===== config.mk =====
export PLATFORM = sky130hd
export DESIGN_NAME = inode_attribute_offset_table_core
export DESIGN_NICKNAME = d
export VERILOG_FILES = /design/src/hdl/iaot_pkg.sv /design/src/hdl/inode_attribute_offset_table_core.sv
export SDC_FILE = /design/constraint.sdc
export NUM_CORES = 2
export LEC_CHECK = 0
export ABC_CLOCK_PERIOD_IN_PS = 7600
export BUFFER_PORTS_ARGS = -buffer_cell sky130_fd_sc_hd__buf_4
export CORE_MARGIN = 2
export CORE_UTILIZATION = 53
export CTS_BUF_LIST = sky130_fd_sc_hd__clkbuf_4 sky130_fd_sc_hd__clkbuf_8
export DETAILED_ROUTE_END_ITERATION = 8
export HOLD_SLACK_MARGIN = 0.02
export MAX_ROUTING_LAYER = met4
export PLACE_DENSITY = 0.7
export SLEW_MARGIN = 10
export SYNTH_ARGS = -nofsm -noshare
export SYNTH_HDL_FRONTEND = slang
export SYNTH_SLANG_ARGS = --single-unit

===== constraint.sdc =====
create_clock -name clk -period 7.6 [get_ports clk]
set_clock_uncertainty 0.1 [all_clocks]
set_input_delay 0.76 -clock clk [delete_from_list [all_inputs] [get_ports clk]]
set_output_delay 0.76 -clock clk [all_outputs]
set_load 0.05 [all_outputs]

===== src/hdl/iaot_pkg.sv =====
// ----------------------------------------------------------------------------
// iaot_pkg: shared definitions for the inode attribute offset table
// Request, status and register codes, dictionary geometry, stream payload
// widths and the free space calculation.
// ----------------------------------------------------------------------------
package iaot_pkg;

	// dictionary geometry
	localparam int ENTRIES      = 64;
	localparam int IDX_W        = $clog2(ENTRIES);
	localparam int CNT_W        = $clog2(ENTRIES + 1);
	localparam int HEADER_BYTES = 16;

	// stream payload widths
	localparam int IN_DATA_W  = 80;
	localparam int IN_USER_W  = 2;
	localparam int OUT_DATA_W = 112;
	localparam int OUT_USER_W = 2;

	// configuration port
	localparam int CFG_DATA_W = 64;

	typedef enum logic [1:0] {
		REQ_LOOKUP = 2'd0,
		REQ_RESIZE = 2'd1,
		REQ_PURGE  = 2'd2,
		REQ_FIND   = 2'd3
	} req_t;

	typedef enum logic [1:0] {
		ST_OK      = 2'd0,
		ST_EMPTY   = 2'd1,
		ST_RANGE   = 2'd2,
		ST_NOSPACE = 2'd3
	} status_t;

	typedef enum logic {
		CFG_BLOCK_SIZE = 1'b0,
		CFG_BASE_INUM  = 1'b1
	} cfg_idx_t;

	// free bytes: block minus header, data and two bytes per entry, floored at zero
	function automatic logic [15:0] free_calc(input logic [15:0] blk,
			input logic [CNT_W-1:0] cnt, input logic [15:0] tail);
		logic signed [19:0] f;
		logic [15:0] used;
		used = (cnt == '0) ? 16'd0 : tail;
		f = signed'({4'b0, blk}) - 20'(HEADER_BYTES) - signed'({4'b0, used})
			- signed'(20'({cnt, 1'b0}));
		return (f < 0) ? 16'd0 : f[15:0];
	endfunction

endpackage


===== src/hdl/inode_attribute_offset_table_core.sv =====
// ----------------------------------------------------------------------------
// inode_attribute_offset_table_core: offset dictionary of one inode-table block
// Serves lookup, resize, purge and find-empty requests on a dictionary of
// cumulative end offsets held in a single-port-read, single-port-write RAM.
// ----------------------------------------------------------------------------
// Usage
//   Requests arrive on the s_ stream (request kind in s_tuser), one result per
//   request leaves on the m_ stream (status in m_tuser). block_size and
//   base_inum are to be written on the cfg_ channel while no request is in
//   flight; the core itself does not enforce this. One request is worked at
//   a time: s_tready is high only while the sequencer is idle. Every request
//   reads tail, previous and own end offset from the RAM, is evaluated and
//   then loads the result.
//   Resize walks entries from the target to the count (or fills new entries),
//   one per cycle; purge walks the same way and then scans trailing entries
//   downward, one per cycle; find-empty scans upward one entry per cycle.
//   Worst case is a purge at entry 0 of a full table. The registered RAM
//   read sets the per-entry pace.
//   The result register parts the two sides: a new request is taken while a
//   result waits, and the next result waits in the sequencer until m_tready.
//   Reset empties the dictionary (count 0), sets block_size 4096, base 0.
//   No clearing pass is needed: entries at or above the count are never used.
// ----------------------------------------------------------------------------
module inode_attribute_offset_table_core (
	input  logic                             clk,
	input  logic                             arst_n,
	// request stream
	input  logic                             s_tvalid,
	output logic                             s_tready,
	input  logic [iaot_pkg::IN_DATA_W-1:0]   s_tdata,  // inum[63:0], new_size[79:64]
	input  logic [iaot_pkg::IN_USER_W-1:0]   s_tuser,  // req_type[1:0]
	// result stream
	output logic                             m_tvalid,
	input  logic                             m_tready,
	output logic [iaot_pkg::OUT_DATA_W-1:0]  m_tdata,  // attr_offset[15:0], attr_size[31:16],
	                                                   // found_inum[95:32], free_bytes[111:96]
	output logic [iaot_pkg::OUT_USER_W-1:0]  m_tuser,  // status[1:0]
	// configuration writes
	input  logic                             cfg_valid,
	output logic                             cfg_ready,
	input  logic                             cfg_index,
	input  logic [iaot_pkg::CFG_DATA_W-1:0]  cfg_data
);
	import iaot_pkg::*;

	typedef enum logic [7:0] {
		S_IDLE = 8'b0000_0001,
		S_RD   = 8'b0000_0010,
		S_EVAL = 8'b0000_0100,
		S_FILL = 8'b0000_1000,
		S_WALK = 8'b0001_0000,
		S_TRIM = 8'b0010_0000,
		S_SCAN = 8'b0100_0000,
		S_FIN  = 8'b1000_0000
	} state_t;

	state_t             state_q;
	logic [1:0]         step_q;

	// configuration
	logic [15:0]        block_size_q;
	logic [63:0]        base_inum_q;

	// request
	req_t               req_q;
	logic [63:0]        inum_q;
	logic [15:0]        new_size_q;
	logic               in_range_q;
	logic [IDX_W-1:0]   at_q;

	// dictionary state and working values
	logic [CNT_W-1:0]   count_q;
	logic [15:0]        tail_q;
	logic [15:0]        prev_q;
	logic [15:0]        cur_q;
	logic [15:0]        free_q;
	logic [15:0]        delta_q;
	logic [CNT_W-1:0]   ptr_q;
	logic               trim_go_q;
	logic [15:0]        scan_prev_q;
	logic [CNT_W-1:0]   hit_idx_q;
	logic               fnd_en_q;
	logic               fnd_scan_q;

	// result fields
	status_t            status_q;
	logic [15:0]        offset_q;
	logic [15:0]        size_q;

	// output register
	logic               m_tvalid_q;
	logic [OUT_DATA_W-1:0] m_tdata_q;
	logic [OUT_USER_W-1:0] m_tuser_q;

	// ram
	logic [15:0]        mem [ENTRIES];
	logic [15:0]        rdata_q;
	logic [IDX_W-1:0]   rd_addr;
	logic               rd_issue;
	logic               wr_en;
	logic [IDX_W-1:0]   wr_addr;
	logic [15:0]        wr_data;
	logic               valid_s1;
	logic [IDX_W-1:0]   idx_s1;

	// combinational helpers
	logic [64:0]        diff_w;
	logic               range_w;
	logic               lt_w;
	logic [15:0]        size_cur_w;
	logic [15:0]        size_rs_w;
	logic [15:0]        off_rs_w;
	logic signed [16:0] more_w;
	logic [CNT_W-1:0]   extend_w;
	logic signed [19:0] need_w;
	logic               refuse_w;
	logic               out_free_w;
	logic [63:0]        found_w;
	logic [15:0]        free_fin_w;
	status_t            eval_status_w;
	logic [15:0]        eval_offset_w;
	logic [15:0]        eval_size_w;
	state_t             eval_next_w;

	assign s_tready  = (state_q == S_IDLE);
	assign cfg_ready = 1'b1;
	assign m_tvalid  = m_tvalid_q;
	assign m_tdata   = m_tdata_q;
	assign m_tuser   = m_tuser_q;

	// range check of the incoming inode number
	assign diff_w  = {1'b0, s_tdata[63:0]} - {1'b0, base_inum_q};
	assign range_w = !diff_w[64] && (diff_w[63:0] < 64'(ENTRIES));

	// evaluation of the fetched entries
	assign lt_w       = (CNT_W'(at_q) < count_q);
	assign size_cur_w = cur_q - prev_q;
	assign size_rs_w  = lt_w ? size_cur_w : 16'd0;
	assign off_rs_w   = lt_w ? prev_q : tail_q;
	assign more_w     = signed'({1'b0, new_size_q}) - signed'({1'b0, size_rs_w});
	assign extend_w   = lt_w ? '0 : (CNT_W'(at_q) - count_q + CNT_W'(1));
	assign need_w     = 20'(more_w) + signed'(20'({extend_w, 1'b0}));
	assign refuse_w   = (more_w > 0) && (need_w > signed'({4'b0, free_q}));

	// request decode: result fields and the next step
	always_comb begin
		eval_status_w = ST_OK;
		eval_offset_w = 16'd0;
		eval_size_w   = 16'd0;
		eval_next_w   = S_FIN;
		if (!in_range_q) begin
			eval_status_w = ST_RANGE;
		end else begin
			unique case (req_q)
				REQ_LOOKUP: begin
					if (lt_w) begin
						eval_offset_w = prev_q;
						eval_size_w   = size_cur_w;
						if (size_cur_w == 16'd0) begin
							eval_status_w = ST_EMPTY;
						end
					end else begin
						eval_status_w = ST_EMPTY;
					end
				end
				REQ_RESIZE: begin
					eval_offset_w = off_rs_w;
					eval_size_w   = size_rs_w;
					if (refuse_w) begin
						eval_status_w = ST_NOSPACE;
					end else begin
						eval_next_w = lt_w ? S_WALK : S_FILL;
					end
				end
				REQ_PURGE: begin
					if (!lt_w) begin
						eval_status_w = ST_EMPTY;
					end else begin
						eval_offset_w = prev_q;
						eval_size_w   = size_cur_w;
						if (size_cur_w == 16'd0) begin
							eval_status_w = ST_EMPTY;
						end else begin
							eval_next_w = S_WALK;
						end
					end
				end
				REQ_FIND: begin
					if (lt_w) begin
						eval_next_w = S_SCAN;
					end
				end
				default: ;
			endcase
		end
	end

	// result assembly
	assign out_free_w = !m_tvalid_q || m_tready;
	assign free_fin_w = free_calc(block_size_q, count_q, tail_q);
	always_comb begin
		found_w = 64'd0;
		if (fnd_en_q) begin
			found_w = fnd_scan_q ? (base_inum_q + 64'(hit_idx_q)) : inum_q;
		end
	end

	// ram read address and issue
	always_comb begin
		rd_addr  = ptr_q[IDX_W-1:0];
		rd_issue = 1'b0;
		unique case (state_q)
			S_RD: begin
				case (step_q)
					2'd0:    rd_addr = IDX_W'(count_q - CNT_W'(1));
					2'd1:    rd_addr = at_q - IDX_W'(1);
					default: rd_addr = at_q;
				endcase
			end
			S_WALK, S_SCAN: rd_issue = (ptr_q < count_q);
			S_TRIM:         rd_issue = trim_go_q;
			default: ;
		endcase
	end

	// ram write port
	always_comb begin
		wr_en   = 1'b0;
		wr_addr = ptr_q[IDX_W-1:0];
		wr_data = tail_q;
		unique case (state_q)
			S_FILL: begin
				wr_en   = 1'b1;
				wr_data = (ptr_q[IDX_W-1:0] == at_q) ? (tail_q + delta_q) : tail_q;
			end
			S_WALK: begin
				wr_en   = valid_s1;
				wr_addr = idx_s1;
				wr_data = rdata_q + delta_q;
			end
			default: ;
		endcase
	end

	// dictionary ram
	always_ff @(posedge clk) begin
		if (wr_en) begin
			mem[wr_addr] <= wr_data;
		end
		rdata_q <= mem[rd_addr];
	end

	// read tracking for the walks
	always_ff @(posedge clk or negedge arst_n) begin
		if (!arst_n) begin
			valid_s1 <= 1'b0;
		end else begin
			valid_s1 <= rd_issue;
		end
	end

	always_ff @(posedge clk) begin
		idx_s1 <= rd_addr;
	end

	// configuration registers
	always_ff @(posedge clk or negedge arst_n) begin
		if (!arst_n) begin
			block_size_q <= 16'd4096;
			base_inum_q  <= 64'd0;
		end else if (cfg_valid && cfg_ready) begin
			unique case (cfg_idx_t'(cfg_index))
				CFG_BLOCK_SIZE: block_size_q <= cfg_data[15:0];
				CFG_BASE_INUM:  base_inum_q  <= cfg_data;
				default: ;
			endcase
		end
	end

	// sequencer
	always_ff @(posedge clk or negedge arst_n) begin
		if (!arst_n) begin
			state_q    <= S_IDLE;
			step_q     <= 2'd0;
			count_q    <= '0;
			trim_go_q  <= 1'b0;
			m_tvalid_q <= 1'b0;
		end else begin
			// result transfer frees the output register unless a new one loads
			if (m_tvalid_q && m_tready && (state_q != S_FIN)) begin
				m_tvalid_q <= 1'b0;
			end
			unique case (state_q)
				S_IDLE: begin
					if (s_tvalid) begin
						req_q      <= req_t'(s_tuser[1:0]);
						inum_q     <= s_tdata[63:0];
						new_size_q <= s_tdata[79:64];
						in_range_q <= range_w;
						at_q       <= diff_w[IDX_W-1:0];
						step_q     <= 2'd0;
						state_q    <= S_RD;
					end
				end
				// fetch tail, previous and own end offsets
				S_RD: begin
					step_q <= step_q + 2'd1;
					case (step_q)
						2'd1: tail_q <= (count_q == '0) ? 16'd0 : rdata_q;
						2'd2: prev_q <= (at_q == '0) ? 16'd0 : rdata_q;
						2'd3: begin
							cur_q   <= rdata_q;
							free_q  <= free_calc(block_size_q, count_q, tail_q);
							state_q <= S_EVAL;
						end
						default: ;
					endcase
				end
				// latch the decoded result and set up the walk
				S_EVAL: begin
					fnd_en_q    <= in_range_q && (req_q == REQ_FIND);
					fnd_scan_q  <= in_range_q && (req_q == REQ_FIND) && lt_w;
					status_q    <= eval_status_w;
					offset_q    <= eval_offset_w;
					size_q      <= eval_size_w;
					state_q     <= eval_next_w;
					delta_q     <= (req_q == REQ_PURGE) ? (16'd0 - size_cur_w) : more_w[15:0];
					ptr_q       <= lt_w ? CNT_W'(at_q) : count_q;
					scan_prev_q <= prev_q;
				end
				// append empty entries up to the target, target takes the growth
				S_FILL: begin
					if (ptr_q[IDX_W-1:0] == at_q) begin
						count_q <= CNT_W'(at_q) + CNT_W'(1);
						tail_q  <= tail_q + delta_q;
						state_q <= S_FIN;
					end else begin
						ptr_q <= ptr_q + CNT_W'(1);
					end
				end
				// shift end offsets from the target to the count
				S_WALK: begin
					if (rd_issue) begin
						ptr_q <= ptr_q + CNT_W'(1);
					end else if (!valid_s1) begin
						tail_q <= tail_q + delta_q;
						if (req_q == REQ_PURGE) begin
							trim_go_q <= (count_q >= CNT_W'(2));
							ptr_q     <= count_q - CNT_W'(2);
							state_q   <= S_TRIM;
						end else begin
							state_q <= S_FIN;
						end
					end
				end
				// drop trailing entries that equal the tail, downward
				S_TRIM: begin
					if (trim_go_q) begin
						if (ptr_q == '0) begin
							trim_go_q <= 1'b0;
						end else begin
							ptr_q <= ptr_q - CNT_W'(1);
						end
					end
					if ((valid_s1 && (rdata_q != tail_q)) || (!trim_go_q && !valid_s1)) begin
						if (count_q == CNT_W'(1) && tail_q == 16'd0) begin
							count_q <= '0;
						end
						state_q <= S_FIN;
					end else if (valid_s1) begin
						count_q <= CNT_W'(idx_s1) + CNT_W'(1);
					end
				end
				// search upward for an entry with no attribute bytes
				S_SCAN: begin
					if (rd_issue) begin
						ptr_q <= ptr_q + CNT_W'(1);
					end
					if (valid_s1 && (rdata_q == scan_prev_q)) begin
						hit_idx_q <= CNT_W'(idx_s1);
						state_q   <= S_FIN;
					end else if (valid_s1) begin
						scan_prev_q <= rdata_q;
					end else if (!rd_issue) begin
						hit_idx_q <= count_q;
						if (count_q == CNT_W'(ENTRIES)) begin
							status_q <= ST_EMPTY;
						end
						state_q <= S_FIN;
					end
				end
				// load the result register once it is free
				S_FIN: begin
					if (out_free_w) begin
						m_tvalid_q <= 1'b1;
						m_tdata_q  <= {free_fin_w, found_w, size_q, offset_q};
						m_tuser_q  <= status_q;
						state_q    <= S_IDLE;
					end
				end
				default: state_q <= S_IDLE;
			endcase
		end
	end

endmodule


# ---- After elaboration in Yosys (flattened, before gate mapping)
# Memory sizes are Yosys's and may differ from the RTL's. A register that Yosys moved wholly into a read port is not among the register bits.
# Index checks and enable logic that the tools add are counted.
dict set report totals {
  word_cells 239
  ramBits 1024
  output_inout_bits 117
  reg_bits 455
  memories 1
  inputBits 152
}
dict set report op_classes {
  addsub 21
  n_mux 83
  order_cmp 7
  reduce_logical 49
  bitwise_logic 1
  n_eq_ne 46
}
# name depth width read_ports rd_ports_with_merged_regs wr line
set memory_table {}
lappend memory_table {mem 64 16 1 1 1 inode_attribute_offset_table_core.sv:96} ;# logic [15:0] mem [ENTRIES];
# cell count
set op_table {}
lappend op_table {{16-bit 2-to-1 mux} 13}
lappend op_table {{8-bit 2-to-1 mux} 16}
lappend op_table {{7-bit 2-to-1 mux} 15}
lappend op_table {{16-bit case mux with 2 select lines} 3}
lappend op_table {{64-bit by 64-bit subtractor with 65-bit output} 1}
lappend op_table {{64-bit by 7-bit adder with 64-bit output} 1}
lappend op_table {{64-bit by 7-bit less-than comparator with 1-bit output (second input constant)} 1}
lappend op_table {{64-bit 2-to-1 mux} 1}
lappend op_table {{8-bit case mux with 8 select lines} 1}
lappend op_table {{16-bit case mux with 3 select lines} 1}
lappend op_table {{7-bit case mux with 5 select lines} 1}
lappend op_table {{2-bit != test (second input constant)} 17}
lappend op_table {{16-bit adder} 2}
lappend op_table {{16-bit zero test} 2}
lappend op_table {{8-bit case mux with 3 select lines} 1}
lappend op_table {{19-bit by 1-bit less-than comparator with 1-bit output (second input constant)} 1}
lappend op_table {{18-bit by 9-bit subtractor with 19-bit output} 1}
lappend op_table {{17-bit by 9-bit adder with 18-bit output} 1}
lappend op_table {{18-bit by 17-bit greater-than comparator with 1-bit output} 1}
lappend op_table {{6-bit 2-to-1 mux} 3}
lappend op_table {{3-bit != test (second input constant)} 6}
lappend op_table {{17-bit by 17-bit subtractor with 18-bit output} 1}
lappend op_table {{17-bit by 1-bit greater-than comparator with 1-bit output (second input constant)} 1}
lappend op_table {{16-bit by 16-bit subtractor with 17-bit output} 1}
lappend op_table {{56 further kinds} 115}

# ---- Depth between registers and ports, before layout
dict set report logic_depth {
  word_depth 10
  ltp_mapped 39
  depth_no_buf 37
}

# ---- Worst setup path after synthesis
# Ideal clock, no wire load.
dict set report synth_path {
  path_kind {flip-flop to flip-flop}
  startpoint {register count_q[3]}
  endpoint {register state_q[7]}
  arrival_ps 6282
  setup_slack_ps 1072
  t_required_ps 7353
  setup_time_ps 147
  path_stages_with_launch 30
  path_buffers 3
  period_less_slack_ps 6528
  path_cell_list {dfrtp_1 clkbuf_1 inv_1 ha_1 fa_1 o211ai_1 nor2b_1 clkbuf_1 buf_1 nand2_1 ha_1 a21o_1 or3_1 o21a_1 xor2_1 ha_1 or2_2 o311a_1 and3_1 xnor2_1 ha_1 a21oi_1 nor2b_1 o21ai_0 nand2_1 o211ai_1 o22ai_1 and3b_4 o41ai_1 o221ai_1}
}
dict set report synth_via {
  elab_chain_len 10
  elab_cells_between_ends 21
  cone_classes {4 x add/sub; 4 x order compare; 2 x eq/ne; 9 x mux; 2 x reduce/logical}
}
# item line
set synth_rtl {}
lappend synth_rtl {{from (decl)} inode_attribute_offset_table_core.sv:72} ;# logic [CNT_W-1:0] count_q;
lappend synth_rtl {{from (signal assigned)} inode_attribute_offset_table_core.sv:334} ;# count_q <= CNT_W'(at_q) + CNT_W'(1);
lappend synth_rtl {{from (signal assigned)} inode_attribute_offset_table_core.sv:371} ;# count_q <= CNT_W'(idx_s1) + CNT_W'(1);
lappend synth_rtl {{6-bit by 7-bit less-than comparator with 1-bit output or 6-bit by 7-bit subtractor with 7-bit output (tied branches)} {inode_attribute_offset_table_core.sv:136, inode_attribute_offset_table_core.sv:141}}
lappend synth_rtl {{16-bit 2-to-1 mux or 7-bit by 1-bit adder with 7-bit output (tied branches)} {inode_attribute_offset_table_core.sv:138, inode_attribute_offset_table_core.sv:141}}
lappend synth_rtl {{16-bit by 16-bit subtractor with 17-bit output or 7-bit 2-to-1 mux (tied branches)} {inode_attribute_offset_table_core.sv:140, inode_attribute_offset_table_core.sv:141}}
lappend synth_rtl {{17-bit by 9-bit adder with 18-bit output} inode_attribute_offset_table_core.sv:142} ;# assign need_w = 20'(more_w) + signed'(20'({extend_w, 1'b0}));
lappend synth_rtl {{18-bit by 17-bit greater-than comparator with 1-bit output} inode_attribute_offset_table_core.sv:143} ;# assign refuse_w = (more_w > 0) && (need_w > signed'({4'b0, free_q}));
lappend synth_rtl {{1-bit logical AND} inode_attribute_offset_table_core.sv:143}
lappend synth_rtl {{8-bit 2-to-1 mux} inode_attribute_offset_table_core.sv:169} ;# if (refuse_w) begin
lappend synth_rtl {{8-bit case mux with 3 select lines} inode_attribute_offset_table_core.sv:154} ;# unique case (req_q)
lappend synth_rtl {{8-bit 2-to-1 mux} inode_attribute_offset_table_core.sv:151} ;# if (!in_range_q) begin
lappend synth_rtl {{8-bit case mux with 8 select lines} inode_attribute_offset_table_core.sv:293} ;# unique case (state_q)
lappend synth_rtl {{to (signal assigned)} inode_attribute_offset_table_core.sv:326} ;# state_q <= eval_next_w;
lappend synth_rtl {{to (decl)} inode_attribute_offset_table_core.sv:57} ;# state_t state_q;
# Several ways; a longest one is shown, not always the timed one.
# A chain may end at the register's enable or synchronous reset.

# ---- Final worst setup path
# Ends and elaborated chain as after synthesis.

==> results by stage <==
Worst setup path:
- The setup check on the worst reg-to-reg path leaves a slack of 0.52 ns.
- The required time reported for the critical path endpoint is a little over 8 ns.
- For the worst setup path, the data arrival time is 7.79 ns.
- The classification of the worst setup path is reg2reg.
- On the worst path, the slowest cell contributes a delay of 0.55 ns.
- The end point of the critical path is state_q[7].
- The top fanout value on the critical path is 13.
- The worst register-to-register path begins at count_q[3].
- Among all stages on the critical path, the largest delay is contributed by dfrtp_1.
- The worst register-to-register path has a depth of 32.
- In this run the worst setup path begins at count_q[3].
- STA classifies the critical path startpoint as a register.
- The endpoint type of the worst setup path is a register.
- The terminus of the critical flop-to-flop path is state_q[7].

Timing:
- The pin slew with the least headroom to its limit is 1.19 ns.
- Setup repair after global routing left no endpoint under its margin.
- The number of setup violations in the final report is 0.
- The final-layout setup total negative slack is 0 ns.
- The tightest hold margin is roughly 0.14 ns.
- The fraction of the cycle the final worst path needs is just over 90%.
- The smallest clock period supported by the final layout is computed as 7.08 ns.
- For this run, the top clock speed supported by timing is around 0.14 GHz.
- The worst path meets setup with 0.520 ns of slack.
- Measured against its own limit, the worst slew margin works out to between 20% and 30%.
- The number of hold violations in the final report is 0.
- The final max-slew violation count is 0.

Global route:
- The number of global-route vias before repair is 50,400.
- The initial antenna violation count came to 8.
- The first-pass GRT wire length is just over 300 mm.
- Global routing used a little under a third of the available tracks across all layers.
- Entering global routing, the biggest net connects 180 pins.
- Global routing finished with a remaining overflow of 0.

Clock tree:
- The maximum level of the CTS H-tree is 4.
- After clock tree synthesis, the clock-pin slew on the worst setup and hold paths is 0.06 ns.
- The clock insertion delay at the later pin of the skew report is 1.00 ns.
- TritonCTS built the clock tree.
- The longest clock path from root to sink contains 3 buffers.
- The master cell of the clock root buffer is clkbuf_8.
- For this design, the sink count on the clock tree is between 1,000 and 1,500.
- The number of buffers inserted during clock tree synthesis is 236.

Placement:
- The cell count after placement is 8,093.
- The final RePlAce weighted congestion is a little under 1.
- During placement, the flow inserted port buffers numbering about 270.
- The wire-length estimate of the detail-placed layout is 129 mm.
- The setup slack at placement is 0.566 ns.
- Summing all placed instances gives a cell area of 75,700 sq um.

Detailed routing:
- In the routed layout, each cell is associated on average with a via count of around 6.
- After detailed routing, the average wire length per cell comes to 23.6 microns.
- The via count is 52,300.
- The residual antenna-violating net count after detailed routing is 0.
- Wires add up to just over 200 mm.
- Before antenna repair, the detailed router went through 9 iterations.
- The starting DRC count in detailed routing is 5,806.
- The total DRC errors in the routed layout is 0.

Hold path:
- The worst hold path belongs to the class in2reg.

Synthesis:
- The cell area after synthesis is 71,500 sq um.
- The synthesized netlist contains 103 unique library cells.
- The cell type contributing the most total cell area after synthesis is edfxtp_1.
- After synthesis, flip-flops and latches occupy 61.8% of the total area.
- By area the synthesized netlist is led by edfxtp_1, nand2_1, nand3_1, ha_1, dfrtp_1.
- The share of synthesized area in the top cell type comes to between 50 and 60%.
- For this run, the leading register cell type out of synthesis is edfxtp_1.
- The total of warnings raised by yosys is 0.
- The post-synthesis sequential element count is 1,495.
- A synthesized cell averages between 10 and 15 sq um.
- The synthesized instance count is about 6,300.
- Counting every net in the synthesized netlist gives 6,658.
- The async set or reset register ratio after synthesis is 6.69%.
- The synthesized design contains around 1,400 enable-type register cells.

Cells and area:
- For this run, the post-layout net count is between 7,000 and 8,000.
- In the layout the commonest cells are edfxtp_1, nand2_1, nand3_1.
- The final cell area excluding filler cells is 82,200 sq um.
- The area overhead of the layout relative to synthesis is 15.0%.
- In the final layout, the share of cells above drive strength 1 is 13.9%.
- The library cell used most frequently in the layout, excluding fill and tap cells, is edfxtp_1.
- The utilization of the core after routing is 61.5%.
- The count of cells in the finished layout, fillers not included, comes to slightly below 9,000.

Floorplanning:
- The die covers between 100,000 and 150,000 sq um.
- Pin placement for this block handled 269 I/O pins.
- The row count is 134.
- The initial utilization of the core area, before any placement, comes to ~53%.
- The y dimension of the die is between 300 and 400 microns.
- The core region is approximately 130,000 sq um.
- The width of the die is 371 microns.

Power:
- Across the VDD grid, the largest voltage drop is approximately 290 uV.
- The sum of internal, switching and leakage power is 24.4 mW.
- The power density over cell area is 297 nW/um^2.
- The analysis attributes to cell leakage a power of 30.5 nW.

Run:
- The max-capacitance violation count is 0.

Outcome:
- The flow ran to the end, and the final reports show no timing, DRC or antenna violations.
-- how the worst min path moves through the flow --
stage | from | endpoint | slack (ns) | depth (start not counted)
floorplan | offset_q[0] | m_tdata[0] | 0.30 | 0
global placement | offset_q[3] | m_tdata[3] | 0.30 | 0
detailed placement | offset_q[15] | m_tdata[15] | 0.30 | 0
CTS | m_tready | m_tvalid | 0.06 | 3
global route | m_tready | m_tvalid | 0.09 | 3
finish | m_tready | m_tvalid | 0.14 | 3
-- logic make-up after synthesis --
| kind of cell | Yosys count | synth area share (%) |
|---|---|---|
| simple gates | 2629 | 16.4 |
| flops | 1495 | 61.8 |
| compound gates | 975 | 9.46 |
| buf+inv | 570 | 3.20 |
| xor+xnor | 254 | 3.11 |
| fa+ha+maj | 235 | 4.28 |
| mux | 112 | 1.72 |
| other cells | 1 | 0.00525 |
-- flip-flops by register name, indices dropped and copies added (netlist names), 6 cells and up --
signal	cells
at_q	6
cur_q	16
delta_q	16
scan_prev_q	16
tail_q	16
offset_q	16
new_size_q	16
inum_q	64
base_inum_q	64
rdata_q	16
ptr_q	7
state_q	8
prev_q	16
block_size_q	16
m_tdata	112
idx_s1	6
free_q	16
size_q	16
mem	1024
count_q	7
hit_idx_q	7
-- layout make-up --
| type | instances | area [sq um] |
|---|---|---|
| diodes | 8 | 20.0 |
| clock buffers | 333 | 4130 |
| clock inverters | 104 | 808 |
| fillers | 10400 | 51500 |
| inverters | 218 | 833 |
| multi-input cells | 4206 | 25300 |
| flip-flops and latches | 1495 | 44200 |
| well taps | 1768 | 2210 |
| repair buffers | 559 | 4730 |
-- synth_stat cells, types with 15 or more instances --
library cell  instances
mux2_2               85
inv_1               213
o31ai_1              15
dfxtp_1              22
buf_2                85
o21bai_1             17
a311oi_1            167
a31oi_1              55
ha_1                219
a211oi_1             37
and3_1               79
and2_1               30
dfrtp_1              98
mux2i_1              26
xnor2_1             170
o21ai_0             150
fa_1                 16
nor4_1               31
nand4_1              44
edfxtp_1           1373
a21oi_1             235
clkbuf_1            251
nor2b_1              48
nor3_1               75
nand3_1             609
a21o_1               60
o21a_1               33
nand2_1            1331
o211a_1              43
or3_1                19
xor2_1               84
nor2_1              263
a22oi_1              19
nand2b_1             30
-- worst max-delay path: cells and delay by family (launching register included) --
kind | cells | cell delay [ns]
flip-flops | 1 | 0.55
buffers and inverters | 3 | 0.49
AO/OA/AOI/OAI | 13 | 2.65
adder cells (fa/ha/maj) | 5 | 1.68
XOR/XNOR | 2 | 0.33
AND/OR/NAND/NOR | 9 | 1.14
-- report_power, final --
| group | total [mW] | switching [mW] | internal (mW) |
|---|---|---|---|
| clock network | 7.07 | 3.24 | 3.83 |
| logic | 7.64 | 5.16 | 2.48 |
| registers | 9.70 | 0.394 | 9.30 |
-- metal layers --
| metal | global-route usage (%) | part of all wire, % | wire length, microns | vias to the layer above |
|---|---|---|---|---|
| li1 | - | - | - | 23900 |
| met1 | 39.8 | 40 | 82700 | 25400 |
| met2 | 46.6 | 46 | 95200 | 2515 |
| met3 | 5.22 | 8.9 | 18300 | 475 |
| met4 | 13.3 | 4.5 | 9220 | 0 |
| met5 | - | 0 | 0 | - |
-- timing repair --
| item | CTS | global route |
|---|---|---|
| buffers inserted | 0 | 4 |
| setup endpoints to repair | 0 | 1 |
| resized for setup | 0 | 1 |
| hold buffers | 148 | 0 |
| endpoints found under the hold margin | 178 | 0 |
Note: power is estimated with default switching activity, not from simulation.
